`src/hdl/rpn_stack_calculator_macros.svh`:
```
// Assertion macros shared by the stack calculator RTL.
`ifndef RPN_STACK_CALCULATOR_MACROS_SVH
`define RPN_STACK_CALCULATOR_MACROS_SVH

// Same-cycle implication, checked on every rising edge outside reset.
`define RSC_ASSERT_IMP(label, c, r, ante, cons, msg) \
  label: assert property (@(posedge c) disable iff (r) (ante) |-> (cons)) else $error(msg);

// Next-cycle implication, checked on every rising edge outside reset.
`define RSC_ASSERT_NXT(label, c, r, ante, cons, msg) \
  label: assert property (@(posedge c) disable iff (r) (ante) |=> (cons)) else $error(msg);

`endif

```
`src/hdl/rsc_pkg.sv`:
```
// Shared types and constants of the RPN stack calculator.
`default_nettype none

package rsc_pkg;

  localparam int DATA_W          = 32;
  localparam int FUNC_W          = 4;
  localparam int DEPTH_W         = 9;
  localparam int STATUS_W        = 3;
  localparam int STACK_DEPTH_DEF = 256;

  localparam logic [DATA_W-1:0] Q_MAX = 32'h7FFF_FFFF;
  localparam logic [DATA_W-1:0] Q_MIN = 32'h8000_0000;

  typedef enum logic [FUNC_W-1:0] {
    FN_PUSH = 4'd0,
    FN_ADD  = 4'd1,
    FN_SUB  = 4'd2,
    FN_MUL  = 4'd3,
    FN_DIV  = 4'd4,
    FN_POP  = 4'd5,
    FN_CLR  = 4'd6,
    FN_DUP  = 4'd7,
    FN_XCH  = 4'd8,
    FN_DISP = 4'd9
  } func_t;

  typedef enum logic [STATUS_W-1:0] {
    ST_OK    = 3'd0,
    ST_UNDER = 3'd1,
    ST_OVER  = 3'd2,
    ST_DIVZ  = 3'd3,
    ST_SAT   = 3'd4
  } status_t;

  typedef enum logic [1:0] {
    CELL_HOLD,
    CELL_PUSH,
    CELL_POP,
    CELL_LOAD
  } cell_op_t;

  typedef enum logic [1:0] {
    S_IDLE,
    S_MUL,
    S_DIV,
    S_DONE
  } state_t;

endpackage

`default_nettype wire

```
`src/hdl/rsc_cell.sv`:
```
// One stack cell: holds an entry and trades it with its neighbors.
`default_nettype none

module rsc_cell (
  input  logic                   clk,
  input  rsc_pkg::cell_op_t      op,
  input  logic [rsc_pkg::DATA_W-1:0] shallower,
  input  logic [rsc_pkg::DATA_W-1:0] deeper,
  input  logic [rsc_pkg::DATA_W-1:0] load_value,
  output logic [rsc_pkg::DATA_W-1:0] value
);
  import rsc_pkg::*;

  always_ff @(posedge clk) begin
    unique case (op)
      CELL_HOLD: value <= value;
      CELL_PUSH: value <= shallower;
      CELL_POP:  value <= deeper;
      CELL_LOAD: value <= load_value;
      default:   value <= value;
    endcase
  end

endmodule

`default_nettype wire

```
`config.mk`:
```
export PLATFORM = sky130hd
export DESIGN_NAME = rsc_cell
export DESIGN_NICKNAME = d
export VERILOG_FILES = /design/src/hdl/rpn_stack_calculator_macros.svh /design/src/hdl/rsc_pkg.sv /design/src/hdl/rsc_cell.sv
export SDC_FILE = /design/constraint.sdc
export NUM_CORES = 1
export LEC_CHECK = 0
export BUFFER_PORTS_ARGS = -buffer_cell sky130_fd_sc_hd__buf_2
export CELL_PAD_IN_SITES_DETAIL_PLACEMENT = 0
export CELL_PAD_IN_SITES_GLOBAL_PLACEMENT = 1
export CORE_MARGIN = 3
export CORE_UTILIZATION = 28
export DETAILED_ROUTE_END_ITERATION = 12
export PLACE_DENSITY = 0.81
export SYNTH_ARGS = -nofsm -noshare
export SYNTH_HDL_FRONTEND = slang
export SYNTH_SLANG_ARGS = --single-unit
```
`constraint.sdc`:
```
create_clock -name clk -period 1.35 [get_ports clk]
set_input_delay 0.135 -clock clk [delete_from_list [all_inputs] [get_ports clk]]
set_output_delay 0.135 -clock clk [all_outputs]
set_load 0.05 [all_outputs]
```
==> impl_metrics.ini <==
[timing]
hold_viol = 0
fin_tns_setup_ns = 0
setup_viol = 0
fmax_mhz = 988
finalCriticalPeriod_ns = 1.01
finalCritPeriodShare_pct = 75.0
drv_slew = 0
hold_ws_ns = 0.180
rsz0062_at_grt = no
tightest_slew_ns = 0.756
slew_headroom_pct = 49.6

[finish]
regMostFlops = value
design_area_mm2 = 0.00241
fillers = 562
multi_input_area_um2 = 607
fin_cells = 341
area_growth_pct = 43.9
nets = 368
reg_top3 = value x32
largest_reg_flops = 32
drive_gt1_share_pct = 51.7
diodes = 0
ff_latch_area_um2 = 961

[critical_path]
slowest_stage = edfxtp_1
cp_cell_sequence = buf_2
cp.required_ns = 1.22
end_kind = output port
critPathArrivalTime_ns = 0.88
crit_start = value[19]$_DFFE_PP_
cp_top_family = flip-flops
timing_worst_setup_path_type = reg -> out
cpPeakStageDelay_ns = 0.34
start_kind = flip-flop
critPathMaxFanout = 1
cp.depth = 1
path_buf_inv = 1
crit_path_end = value[19]

[place]
place_hpwl_um = 3230
portBuffers = 130
dp.cells = 334
gp_congestion = 0.759
place_area_mm2 = 0.00233

[power]
p_leak_nw = 1.18
p_clk_share_pct = 23.7
ir_drop_mv = 0.513
internal-power_mw = 1.83
power_frac_comb_pct = 31.2
switching_share_pct = 34.3
power_density_mw_per_mm2 = 1160
p_switching_mw = 0.954
p_seq_share_pct = 45.1

[synthesis]
yosys.cell_types.count = 10
syn-num-nets = 239
synth_area_mm2 = 0.00167
synthesis.instances = 140
yosysSeqAreaShare_pct = 57.4
synth_area_per_cell_um2 = 11.9
yosysWarnings = 0
ys_ff_latch = 32

[routing]
avgViaCountPerCell = 4.31
avgRoutedWirePerCell_um = 12.4
routed_wl_um = 4220
ant_nets = 0
num_vias = 1469
drc = 0
first_pass_iters = 4
drt_iter0_markers = 43

[clock_tree]
cts_setup_buffers = 0
cts_buffers = 5
cts_resized = 0
clk_pin_slew_ns = 0.07
hold_buffers = 0
cts_tree = done
root_buffer = clkbuf_8
htree_levels = 2
clk_path_buf_depth = 2
clock-sinks = 32

[global_route]
grt_start_max_net_pins = 65
grtUsageTotal_pct = 12.1
grt_pass1_wl_um = 6780
grt_pass1_vias = 1485
overflow = 0
antenna_found_initial = 0

[floorplan]
dieArea_mm2 = 0.00694
core-area_mm2 = 0.00564
die_x_um = 83.3
die_height_um = 83.3
row_count = 27
io_pins = 131
start_util_pct = 29.7

[run_status]
run_status = completed

[run]
drv_cap = 0

[min_path]
hp-class = in -> reg
-- cell type report --
type	instances	share of cell area (%)
clock inverters	2	0.312
well taps	72	3.74
clock buffers	5	2.86
repair buffers	133	28.0
multi-input cells	97	25.2
flip-flops and latches	32	39.9
-- synthesized netlist by cell type --
library cell	n	share of area, %
a21oi_1	32	9.6
edfxtp_1	32	57
mux2i_1	32	19
nor2_1	32	7.2
buf_12	3	3.6
buf_2	3	0.90
clkbuf_1	3	0.67
buf_4	1	0.45
buf_6	1	0.67
or2_2	1	0.37
-- per-stage QoR --
stage | setup WS (ns) | util (%) | power, mW
after floorplan | 0.108 | - | 1.90
after global placement | 0.108 | 41.3 | 2.14
after detailed placement | 0.0896 | 41.3 | 2.16
after CTS | 0.321 | 42.7 | 2.83
after global routing | 0.297 | 42.7 | 2.94
final | 0.338 | 42.7 | 2.78
-- placed cells by master, fill, tap and decap left out --
cell	synthesis	routed
buf_4	1	3
clkbuf_8	0	5
or2_2	1	1
buf_2	3	130
mux2i_1	32	32
a21oi_1	32	32
clkinv_1	0	2
nor2_1	32	32
edfxtp_1	32	32
-- tightest hold or removal path: cells and delay by family --
kind | cells | cell delay (ns)
AOI/OAI and AO/OA | 1 | 0.10
buffers and inverters | 1 | 0.07
and+or+nand+nor | 1 | 0.03
-- per-layer routing --
metal / track usage (%) / wire [um] / vias up
li1: - / - / 763
met1: 14.0 / 1650 / 620
met2: 20.7 / 2060 / 81
met3: 4.96 / 479 / 5
met4: 3.12 / 34 / 0
met5: 0 / 0 / -
-- power by group through the flow --
stage               logic, mW  registers, mW  clock network [mW]
finish                  0.868           1.25               0.661
global route            0.928           1.27               0.749
global placement        0.869           1.27                   0
floorplan               0.200           1.70                   0
detailed placement      0.878           1.28                   0
CTS                     0.880           1.26               0.696
-- logic make-up after synthesis --
kind of cell | Yosys count | synth area share, %
and+or+nand+nor | 33 | 7.55
DFF | 32 | 57.4
AOI/OAI and AO/OA | 32 | 9.57
buffers and inverters | 11 | 6.28
muxes | 32 | 19.1
-- worst min-delay path by stage --
stage | start | to | slack [ns] | cells after the start
after global routing | shallower[5] | value[5]$_DFFE_PP_ | 0.18 | 3
after global placement | shallower[9] | value[9]$_DFFE_PP_ | 0.45 | 3
after floorplan | shallower[28] | value[28]$_DFFE_PP_ | 0.36 | 2
final | shallower[27] | value[27]$_DFFE_PP_ | 0.18 | 3
after CTS | shallower[23] | value[23]$_DFFE_PP_ | 0.17 | 3
after detailed placement | shallower[23] | value[23]$_DFFE_PP_ | 0.46 | 3
Power figures use the tool's default switching activity.
