==> src/hdl/rpn_stack_calculator_macros.svh <==
// Assertion macros shared by the stack calculator RTL.
`ifndef RPN_STACK_CALCULATOR_MACROS_SVH
`define RPN_STACK_CALCULATOR_MACROS_SVH

// Same-cycle implication, checked on every rising edge outside reset.
`define RSC_ASSERT_IMP(label, c, r, ante, cons, msg) \
  label: assert property (@(posedge c) disable iff (r) (ante) |-> (cons)) else $error(msg);

// Next-cycle implication, checked on every rising edge outside reset.
`define RSC_ASSERT_NXT(label, c, r, ante, cons, msg) \
  label: assert property (@(posedge c) disable iff (r) (ante) |=> (cons)) else $error(msg);

`endif

==> src/hdl/rsc_pkg.sv <==
// Shared types and constants of the RPN stack calculator.
`default_nettype none

package rsc_pkg;

  localparam int DATA_W          = 32;
  localparam int FUNC_W          = 4;
  localparam int DEPTH_W         = 9;
  localparam int STATUS_W        = 3;
  localparam int STACK_DEPTH_DEF = 256;

  localparam logic [DATA_W-1:0] Q_MAX = 32'h7FFF_FFFF;
  localparam logic [DATA_W-1:0] Q_MIN = 32'h8000_0000;

  typedef enum logic [FUNC_W-1:0] {
    FN_PUSH = 4'd0,
    FN_ADD  = 4'd1,
    FN_SUB  = 4'd2,
    FN_MUL  = 4'd3,
    FN_DIV  = 4'd4,
    FN_POP  = 4'd5,
    FN_CLR  = 4'd6,
    FN_DUP  = 4'd7,
    FN_XCH  = 4'd8,
    FN_DISP = 4'd9
  } func_t;

  typedef enum logic [STATUS_W-1:0] {
    ST_OK    = 3'd0,
    ST_UNDER = 3'd1,
    ST_OVER  = 3'd2,
    ST_DIVZ  = 3'd3,
    ST_SAT   = 3'd4
  } status_t;

  typedef enum logic [1:0] {
    CELL_HOLD,
    CELL_PUSH,
    CELL_POP,
    CELL_LOAD
  } cell_op_t;

  typedef enum logic [1:0] {
    S_IDLE,
    S_MUL,
    S_DIV,
    S_DONE
  } state_t;

endpackage

`default_nettype wire

==> src/hdl/rsc_divider.sv <==
// Iterative Q16.16 divider, one quotient bit per cycle, saturating.
`default_nettype none

module rsc_divider (
  input  logic                          clk,
  input  logic                          rst,
  input  logic                          start,
  input  logic [rsc_pkg::DATA_W-1:0]    dividend,
  input  logic [rsc_pkg::DATA_W-1:0]    divisor,
  output logic                          done,
  output logic [rsc_pkg::DATA_W-1:0]    quotient,
  output logic                          sat
);
  import rsc_pkg::*;

  localparam int HALF_W = DATA_W / 2;
  localparam int STEP_W = $clog2(DATA_W);
  localparam logic [STEP_W-1:0] STEP_LAST = STEP_W'(DATA_W - 1);

  logic              busy;
  logic [STEP_W-1:0] cnt;
  logic [DATA_W-1:0] rem;
  logic [DATA_W-1:0] quo;
  logic [DATA_W-1:0] ay;
  logic              neg;
  logic              ovf;

  logic [DATA_W-1:0] abs_x;
  logic [DATA_W-1:0] abs_y;
  logic [DATA_W:0]   shifted;
  logic [DATA_W:0]   diff;
  logic              ge;

  assign abs_x   = dividend[DATA_W-1] ? (~dividend + 1'b1) : dividend;
  assign abs_y   = divisor[DATA_W-1]  ? (~divisor + 1'b1)  : divisor;
  assign shifted = {rem, quo[DATA_W-1]};
  assign diff    = shifted - {1'b0, ay};
  assign ge      = shifted >= {1'b0, ay};

  always_ff @(posedge clk) begin
    if (rst) begin
      busy <= 1'b0;
      done <= 1'b0;
      cnt  <= '0;
    end else begin
      done <= 1'b0;
      if (start) begin
        busy <= 1'b1;
        cnt  <= '0;
      end else if (busy) begin
        cnt <= cnt + 1'b1;
        if (cnt == STEP_LAST) begin
          busy <= 1'b0;
          done <= 1'b1;
        end
      end
    end
  end

  // The dividend is |x| shifted up by the fraction width. Its upper half seeds the
  // remainder; if that already reaches |y| the quotient cannot fit in 32 bits.
  always_ff @(posedge clk) begin
    if (start) begin
      rem <= {{HALF_W{1'b0}}, abs_x[DATA_W-1:HALF_W]};
      quo <= {abs_x[HALF_W-1:0], {HALF_W{1'b0}}};
      ay  <= abs_y;
      neg <= dividend[DATA_W-1] ^ divisor[DATA_W-1];
      ovf <= {{HALF_W{1'b0}}, abs_x[DATA_W-1:HALF_W]} >= abs_y;
    end else if (busy) begin
      rem <= ge ? diff[DATA_W-1:0] : shifted[DATA_W-1:0];
      quo <= {quo[DATA_W-2:0], ge};
    end
  end

  // Magnitude quotient truncates toward zero; the sign is applied afterwards.
  always_comb begin
    sat      = 1'b0;
    quotient = quo;
    if (ovf) begin
      sat      = 1'b1;
      quotient = neg ? Q_MIN : Q_MAX;
    end else if (!neg) begin
      if (quo[DATA_W-1]) begin
        sat      = 1'b1;
        quotient = Q_MAX;
      end
    end else if (quo > Q_MIN) begin
      sat      = 1'b1;
      quotient = Q_MIN;
    end else begin
      quotient = ~quo + 1'b1;
    end
  end

endmodule

`default_nettype wire

==> config.mk <==
export PLATFORM = sky130hd
export DESIGN_NAME = rsc_divider
export DESIGN_NICKNAME = d
export VERILOG_FILES = /design/src/hdl/rpn_stack_calculator_macros.svh /design/src/hdl/rsc_pkg.sv /design/src/hdl/rsc_divider.sv
export SDC_FILE = /design/constraint.sdc
export NUM_CORES = 1
export LEC_CHECK = 0
export ABC_AREA = 1
export BUFFER_PORTS_ARGS = -buffer_cell sky130_fd_sc_hd__buf_4
export CAP_MARGIN = 20
export CORE_MARGIN = 5
export CORE_UTILIZATION = 55
export DETAILED_ROUTE_END_ITERATION = 10
export GPL_TIMING_DRIVEN = 0
export HOLD_SLACK_MARGIN = 0.1
export PLACE_DENSITY = 0.78
export SLEW_MARGIN = 20
export SYNTH_ARGS = -nofsm -noshare
export SYNTH_HDL_FRONTEND = slang
export SYNTH_SLANG_ARGS = --single-unit
==> constraint.sdc <==
create_clock -name clk -period 2.7 [get_ports clk]
set_input_delay 0.405 -clock clk [delete_from_list [all_inputs] [get_ports clk]]
set_output_delay 0.405 -clock clk [all_outputs]
set_load 0.1 [all_outputs]
==> qor.txt, run 1 <==
post-DP HPWL: 23.4 mm
clk sink count: 105
Slew Viols, Final: 0
final worst setup slack: -0.212 ns
initial DRC count: 1129
GRT Resource Usage Total: 29.5%
total die area: 20500 µm²
Chip Width: 143 µm
RSZ-0062 raised after global routing: yes
Antenna Nets Post-Route: 0
GPL Wtd Cong: 1.02
Reg2Reg Depth: 10
DR WL/cell: 18.0 µm
Post-synth EDFFs: 66
maxcap violations: 0
Reg-to-Reg Start: quo[31]
PwrDens: 465 nW/µm²
vias per cell: 5.86
leading cell type in the layout, fill and taps excluded: nand2_1
post-route clock period utilization: 108%
yosys warns: 0
synthesis-stage register bit count: 105
Root Buffer: clkbuf_16
worst r2r dst: rem[14]
Synth Cell Area: 9770 µm²
first-pass GRT wire length: 48.4 mm
Starting Density: 56.3%
post-synth cell types: 54
clk_skew: 0.0142 ns
leak pwr: 0.00585 µW
final core occ: 73.1%
commonest cells after routing, fill and taps aside: nand2_1 (341), inv_1 (170), nor2_1 (128)
CP Capture Type: primary output
Slew @ Worst Pin: 0.698 ns
Mapped Cells: 1453
CP startpoint kind: register
status: finished with violations
Area growth, synth to finish: 29.8%
Worst Hold Path EP: done
Required @ worst endpoint: 2.30 ns
worst hold start: rst
final antenna diode count: 0
WP data arrival: 2.51 ns
Routed Wire Length: 33.4 mm
core box area: 17400 µm²
Mean Syn Cell Area: 6.73 µm²
drt first pass iters: 8
# rows: 48
Clk pin slew, worst setup/hold paths: 0.09 ns
Peak VDD IR: 0.418 mV
largest net degree at the start of global routing: 36
clk_lat worst skew: 0.37 ns
vias after detailed routing: 10900
Fmax: 0.343 GHz
Final Critical Period: 2.91 ns
Setup violations, final: 32
gr ovfl total: 0
Crit Path Class: register to primary output
Nets: 1747
CTS tree: yes
Hold/Removal Path Class: primary input to register
Post-route DRC: 0
H-tree Lvls: 3
Crit Path Max Fanout: 3
failing checks: setup timing
CTS Buf Count: 9
boundary pin count: 101
max_slew headroom: 53.5%
Clock Tree Buf Depth: 2
Async S/R FF share, synth: 0%
design area: 12700 µm²
hold path cells: 2
final hold vios: 0
worst reg2reg setup slack: 0.16 ns
quantity of I/O buffers inserted on ports: 99
vias in the first global route: 9752
sequential cell area fraction in the yosys report: 28.3%
Die Ht: 143 µm
ratio of cells with drive above 1 in the final layout: 22.3%
# hold bufs at CTS: 0
syn_nets: 1574
Main synth FF type: edfxtp_1
initial antenna violation count: 0
Post-DP Area: 11000 µm²
-- what timing repair did --
action | CTS | global route
gates resized for setup | 114 | 129
buffers inserted | 32 | 30
pin swaps | 23 | 50
setup endpoints to repair | 63 | 38
gates cloned | 1 | 0
-- registers in the layout, indices dropped and copies added (netlist names) --
| register | cells |
|---|---|
| cnt | 5 |
| busy | 1 |
| ovf | 1 |
| ay | 32 |
| done | 1 |
| rem | 32 |
| quo | 32 |
| neg | 1 |
-- how the worst max path moves through the flow --
stage / from / endpoint / slack [ns] / cells after the start
finish: quo[1] / quotient[31] / -0.21 / 14
global route: quo[1] / quotient[31] / -0.32 / 14
detailed placement: dividend[0] / ovf / -0.65 / 22
floorplan: quo[1] / quotient[2] / -0.60 / 10
global placement: start / rem[15] / -1.20 / 5
CTS: quo[1] / quotient[26] / -0.07 / 12
-- synthesized netlist by cell type, types with 21 or more instances --
cell	n	area, µm²
nand2_1	358	1340
inv_1	186	698
nor2_1	147	552
nand3_1	105	526
o21ai_0	76	380
a21oi_1	74	370
edfxtp_1	66	1980
xor2_1	61	534
ha_1	53	663
nor3_1	42	210
dfxtp_1	39	781
o22ai_1	35	219
clkbuf_1	23	86.3
nand4_1	21	131
-- routing by layer --
| layer | vias up | share of wire [%] | global-route usage (%) |
|---|---|---|---|
| met5 | - | 0 | 0 |
| met4 | 0 | 4.7 | 11.8 |
| met3 | 154 | 8.9 | 4.19 |
| met2 | 643 | 46 | 47.4 |
| met1 | 4935 | 41 | 40.5 |
| li1 | 5145 | - | - |
-- critical path, stage by stage, from the launching register on --
cell and delay (ns):
dfxtp_2 0.34, inv_4 0.08, buf_12 0.10, nand3_4 0.09, nor3_4 0.18, nand2_2 0.10, nor2_4 0.17, nand2_4 0.11
nor2_4 0.12, nand2_2 0.08, nor2_4 0.11, xor2_1 0.23, nand2_1 0.11, nand2_2 0.12, buf_12 0.18
-- report_power, final --
group / total (µW) / switching (µW) / internal [µW]
Sequential: 1910 / 64.8 / 1840
Clock: 1340 / 692 / 644
Combinational: 2660 / 1740 / 919
-- area by class of cell --
class                      instances  area, µm²
buffer                            36        205
clock buffer                       9        225
clock inverter                     7       62.6
fill                            1374       4670
inverter                         198        771
multi-input combinational       1113       6710
sequential                       105       2770
tap                              225        282
timing repair buffer             163       1660
-- through the flow --
stage	power [µW]	worst slack, ns	cells	hold WS [ns]	TNS (ns)
after floorplan	3560	-0.599	1453	0.443	-4.94
after global placement	4090	-1.20	1777	0.456	-49.46
final	5900	-0.212	1856	0.197	-3.00
after global routing	6140	-0.316	1856	0.200	-6.72
after detailed placement	4130	-0.652	1778	0.461	-17.98
after CTS	5620	-0.0660	1826	0.201	-0.424
-- cell families (layout without fill, tap and decap cells) --
group | count (synthesis) | in the layout | share of synthesized area, %
XOR/XNOR | 77 | 77 | 6.98
AND/OR/NAND/NOR | 757 | 757 | 35.3
AO/OA/AOI/OAI | 225 | 225 | 12.9
adder cells (fa/ha/maj) | 54 | 54 | 6.99
buffers and inverters | 235 | 413 | 9.61
flip-flops | 105 | 105 | 28.3
Power figures use the tool's default switching activity.
==> run 2, diff against run 1 <==
- CORE_ASPECT_RATIO: unset -> 0.8
- SLEW_MARGIN: 20 -> unset
==> run 2 against run 1 <==
Effect of this change:
- combinational power is essentially flat
- final area down 0.25%
- clock skew down 0.0049 ns
- the run still ends with setup timing left
- via count decreased by 1.1%
- highest routed layer unchanged
- register-to-register slack worse by 0.02 ns
- global-route usage is 0.47 points lower
- utilization fell by 0.27 points
- sequential share of layout area up 0.094 points
- final cell count shrank 0.43%
- routed wire length about the same
- setup slack lost 0.026 ns
- fmax down 0.88%
==> qor.txt, run 2 (synthesis results as in run 1) <==
maxcap violations: 0 (unchanged)
Area growth, synth to finish: 29.4%
final core occ: 72.8% (-0.27 points)
Clock Tree Buf Depth: 2 (unchanged)
design area: 12700 µm² (-0.25%)
quantity of I/O buffers inserted on ports: 99 (unchanged)
footprint of the multi-input gates: 6710 µm² (about the same)
clk_skew: 0.00931 ns (-0.00488 ns)
CP startpoint kind: register
largest net degree at the start of global routing: 36 (unchanged)
Required @ worst endpoint: 2.30 ns (about the same)
Tot Pwr: 6060 µW (+2.7%)
GRT Resource Usage Total: 29.1% (-0.47 points)
worst hold start: rst
failing checks: setup timing
Reg-to-Reg Start: quo[31]
worst r2r dst: rem[14]
# rows: 43 (-10%)
Setup violations, final: 33 (+3.1%)
vias after detailed routing: 10800 (-1.1%)
Place WS: -0.719 ns (-0.0667 ns)
Die Ht: 129 µm (-9.8%)
Post-route DRC: 0 (unchanged)
vias in the first global route: 9608 (-1.5%)
# fillers: 1333 (-3.0%)
total die area: 20600 µm² (about the same)
clk sink count: 105 (unchanged)
register area: 2770 µm² (+0.18%)
Peak VDD IR: 0.348 mV (-17%)
GR Util met1: 41.8% (+1.3 points)
Nets: 1739 (-0.46%)
RSZ-0062 raised after global routing: yes
worst hold margin: 0.219 ns (+0.0211 ns)
# hold bufs at CTS: 0 (unchanged)
initial antenna violation count: 0 (unchanged)
worst reg2reg setup slack: 0.14 ns (-0.02 ns)
Root Buffer: clkbuf_16
clk_lat worst skew: 0.36 ns (about the same)
Clk pin slew, worst setup/hold paths: 0.08 ns (about the same)
first-pass GRT wire length: 49.0 mm (+1.2%)
CTS tree: yes
drt first pass iters: 5 (-3)
gr ovfl total: 0 (unchanged)
Crit Path Class: register to primary output
Largest regs: ay x32, quo x32, rem x32
Worst Hold Path EP: done
CTS Buf Count: 9 (unchanged)
Chip Width: 159 µm (+11%)
Starting Density: 56.2% (-0.069 points)
Antenna Nets Post-Route: 0 (unchanged)
Crit Path Max Fanout: 5 (+2)
commonest cells after routing, fill and taps aside: nand2_1 (334), inv_1 (172), nor2_1 (130)
post-route clock period utilization: 109% (+0.96 points)
CP Capture Type: primary output
GR Util met3: 6.10% (+1.9 points)
hold path cells: 2 (unchanged)
leak pwr: 0.00584 µW (-0.21%)
final worst setup slack: -0.238 ns (-0.0260 ns)
post-DP HPWL: 23.9 mm (+2.0%)
Hold/Removal Path Class: primary input to register
boundary pin count: 101 (unchanged)
initial DRC count: 1195 (+5.8%)
GRT Max-Usage Layer: met2
final antenna diode count: 0 (unchanged)
Final Critical Period: 2.94 ns (+0.0260 ns)
final hold vios: 0 (unchanged)
Slew @ Worst Pin: 0.756 ns (+0.0576 ns)
Fmax: 0.340 GHz (-0.88%)
DR WL/cell: 18.1 µm (+0.52%)
Reg2Reg Depth: 10 (unchanged)
vias per cell: 5.82 (-0.66%)
max_slew headroom: 49.1% (-4.4 points)
Routed Wire Length: 33.4 mm (about the same)
PwrDens: 479 nW/µm² (+2.9%)
H-tree Lvls: 3 (unchanged)
core box area: 17400 µm² (+0.12%)
Slew Viols, Final: 0 (unchanged)
met2 Resource Use GR: 45.0% (-2.3 points)
ratio of cells with drive above 1 in the final layout: 22.2% (-0.075 points)
WP data arrival: 2.53 ns (+0.02 ns)
Post-DP Area: 11000 µm² (unchanged)
GPL Wtd Cong: 1.03 (+1.1%)
leading cell type in the layout, fill and taps excluded: nand2_1
status: finished with violations
[run 2: cell types whose count changed in the layout (fill, tap and decap cells not counted), moves of 3 or more]
cell	change
nand2_1	-7
buf_6	+4
o21ai_1	-3
nand2_2	+6
buf_4	-9
o21ai_2	+4
[run 2: area by class of cell]
cell class / count / area share (%)
buffer: 36 / 1.61
clock buffer: 11 / 2.00
clock inverter: 5 / 0.673
inverter: 198 / 6.06
multi-input combinational: 1113 / 53.0
sequential: 105 / 21.9
tap: 225 / 2.23
timing repair buffer: 155 / 12.5
[run 2: worst max-delay path, stage by stage, from the launching register on]
cell and delay [ns]:
dfxtp_2 0.36, nor2_2 0.16, nand3_1 0.15, nor2_2 0.21, nand3_4 0.11, nor2_4 0.14
nand3_4 0.11, nor2_4 0.19, nand2_1 0.09, nand2_1 0.08, nand3_1 0.10, nand2_1 0.10
nand2_1 0.07, nand2_2 0.10, buf_12 0.18
[run 2: layer usage]
| layer | part of all wire [%] | wire (µm) | vias up |
|---|---|---|---|
| met5 | 0 | 0 | - |
| met4 | 3.2 | 1050 | 0 |
| met3 | 9.9 | 3320 | 92 |
| met2 | 44 | 14600 | 603 |
| met1 | 43 | 14400 | 4923 |
| li1 | - | - | 5141 |
[run 2: worst max-delay path by stage]
stage,from,end,cells after the start
2_1_floorplan,quo[1],quotient[2],10
3_3_place_gp,start,rem[15],5
3_5_place_dp,dividend[0],ovf,24
4_1_cts,quo[1],quotient[26],12
5_1_grt,quo[6],quotient[28],14
6_report,quo[6],quotient[28],14
[run 2: through the flow]
stage	setup TNS, ns	std cells
floorplan	-4.94	1453
global placement	-51.30	1777
detailed placement	-18.04	1778
CTS	-0.544	1817
global route	-6.41	1848
finish	-3.74	1848
[run 2: what timing repair did]
action                     4_1_cts  5_1_grt
resized for setup              111      132
pin swaps                       23       38
cloned                           0        1
setup endpoints to repair       65       40
buffers inserted                24       30
[run 2: where the power goes]
part | leakage, µW | internal [µW] | switching [µW]
Clock | 0.000168 | 872 | 611
Sequential | 0.000981 | 1840 | 66.2
Combinational | 0.00469 | 914 | 1750
Total | 0.00584 | 3630 | 2430
==> run 3, diff against run 2 <==
- TNS_END_PERCENT: unset -> 5
==> run 3 against run 2 <==
Effect of this change:
- the run still ends with setup timing left
- count of clock-buffer cells in the layout down 2
- final area shrank 4.6%
- register-to-register slack about the same
- sequential power is essentially flat
- final cell count is 0.92% lower
- combinational power decreased by 7.5%
- first-iteration DRC count is 11% lower
- sequential cell count unchanged
- clock power is 5% lower
- die area did not move
- clock skew shrank 0.00083 ns
- critical endpoint is now quotient[20]
- highest routed layer unchanged
==> qor.txt, run 3 (synthesis results as in run 1) <==
Final Critical Period: 2.85 ns (-0.0926 ns)
Fmax: 0.351 GHz (+3.3%)
post-DP HPWL: 23.8 mm (about the same)
final antenna diode count: 0 (unchanged)
Crit Path Class: register to primary output
GPL Wtd Cong: 1.01 (-2.0%)
RSZ-0062 raised after global routing: yes
gr ovfl total: 0 (unchanged)
leading cell type in the layout, fill and taps excluded: nand2_1
Slew @ Worst Pin: 0.706 ns (-0.0493 ns)
CTS Buf Count: 9 (unchanged)
CTS tree: yes
Routed Wire Length: 31.3 mm (-6.3%)
PwrDens: 480 nW/µm² (+0.24%)
vias in the first global route: 9360 (-2.6%)
leak pwr: 0.00562 µW (-3.8%)
worst r2r dst: rem[14]
maxcap violations: 0 (unchanged)
Nets: 1722 (-0.98%)
max_slew headroom: 52.9% (+3.8 points)
H-tree Lvls: 3 (unchanged)
# fillers: 1467 (+10%)
Antenna Nets Post-Route: 0 (unchanged)
vias after detailed routing: 10500 (-2.8%)
status: finished with violations
CP Capture Type: primary output
clk_lat worst skew: 0.37 ns (about the same)
DR WL/cell: 17.1 µm (-5.5%)
Post-route DRC: 0 (unchanged)
first-pass GRT wire length: 49.0 mm (about the same)
worst hold start: divisor[0]
clk sink count: 105 (unchanged)
Worst Hold Path EP: ay[0]
drt first pass iters: 5 (unchanged)
# hold bufs at CTS: 0 (unchanged)
Required @ worst endpoint: 2.30 ns (about the same)
Largest regs: ay x32, quo x32, rem x32
WP data arrival: 2.44 ns (-0.09 ns)
boundary pin count: 101 (unchanged)
largest net degree at the start of global routing: 36 (unchanged)
Root Buffer: clkbuf_16
GRT Resource Usage Total: 29.4% (+0.31 points)
worst reg2reg setup slack: 0.13 ns (about the same)
# rows: 43 (unchanged)
Reg-to-Reg Start: quo[31]
commonest cells after routing, fill and taps aside: nand2_1 (352), inv_1 (176), nor2_1 (134)
core box area: 17400 µm² (unchanged)
total die area: 20600 µm² (unchanged)
Reg2Reg Depth: 10 (unchanged)
final hold vios: 0 (unchanged)
failing checks: setup timing
Post-DP Area: 10900 µm² (-0.84%)
post-route clock period utilization: 105% (-3.4 points)
Die Ht: 129 µm (unchanged)
Chip Width: 159 µm (unchanged)
Setup violations, final: 30 (-9.1%)
initial antenna violation count: 0 (unchanged)
CP startpoint kind: register
Area growth, synth to finish: 23.5%
final worst setup slack: -0.145 ns (+0.0926 ns)
quantity of I/O buffers inserted on ports: 99 (unchanged)
initial DRC count: 1059 (-11%)
Slew Viols, Final: 0 (unchanged)
hold path cells: 1 (-1)
Peak VDD IR: 0.348 mV (about the same)
Starting Density: 56.2% (unchanged)
worst hold margin: 0.264 ns (+0.0458 ns)
Crit Path Max Fanout: 7 (+2)
clk_skew: 0.00848 ns (-0.000834 ns)
Hold/Removal Path Class: primary input to register
worst setup path startpoint: quo[25]
Clock Tree Buf Depth: 2 (unchanged)
Clk pin slew, worst setup/hold paths: 0.08 ns (about the same)
vias per cell: 5.71 (-1.9%)
ratio of cells with drive above 1 in the final layout: 18.4% (-3.8 points)
design area: 12100 µm² (-4.6%)
## run 3: where the power goes
part	internal (µW)	leakage, µW	switching [µW]	total, µW
registers	1840	0.000980	72.4	1910
clock network	685	0.000156	726	1410
logic	811	0.00448	1660	2470
## run 3: metrics by stage
step	setup WS, ns	util (%)	total power (µW)	std cells	TNS, ns
after CTS	-0.125	67.7	5670	1812	-1.84
final	-0.145	69.4	5790	1831	-2.72
after global placement	-1.09	62.5	4070	1777	-45.30
after floorplan	-0.599	-	3520	1453	-6.70
after global routing	-0.274	69.4	6050	1831	-6.65
after detailed placement	-0.871	62.7	4100	1778	-1.63
## run 3: cell type report
cell class / count / area, µm² / share of cell area (%)
Clock inverter: 7 / 88.8 / 0.736
Timing Repair Buffer: 137 / 1360 / 11.3
Clock buffer: 9 / 225 / 1.87
Buffer: 37 / 199 / 1.65
Sequential cell: 105 / 2770 / 22.9
Inverter: 198 / 757 / 6.27
Tap cell: 225 / 282 / 2.33
Multi-Input combinational cell: 1113 / 6390 / 53.0
## run 3: worst max-delay path: stages (launching register included)
cell,delay (ns)
edfxtp_1,0.47
nor2_1,0.16
nand3_1,0.19
nor4_4,0.22
a31oi_4,0.16
nor2_4,0.16
nand2_4,0.12
inv_6,0.11
nand2_1,0.07
o21ai_1,0.13
clkbuf_8,0.29
## run 3: repair_timing
action,CTS,global route
setup buffers,18,19
gates resized for setup,111,51
pin swaps,18,25
endpoints found under the setup margin,34,40
## run 3: worst max-delay path by stage
stage,end,slack [ns]
2_1_floorplan,quotient[2],-0.60
3_3_place_gp,rem[15],-1.09
3_5_place_dp,ovf,-0.87
4_1_cts,quotient[26],-0.12
5_1_grt,quotient[20],-0.27
6_report,quotient[20],-0.15
## run 3: layer usage
metal	wire length, µm	global-route usage, %	vias up	share of wire [%]
li1	-	-	5099	-
met2	13300	44.9	543	43
met4	730	8.07	0	2.3
met5	0	0	-	0
met1	14400	43.7	4758	46
met3	2810	4.36	60	9.0
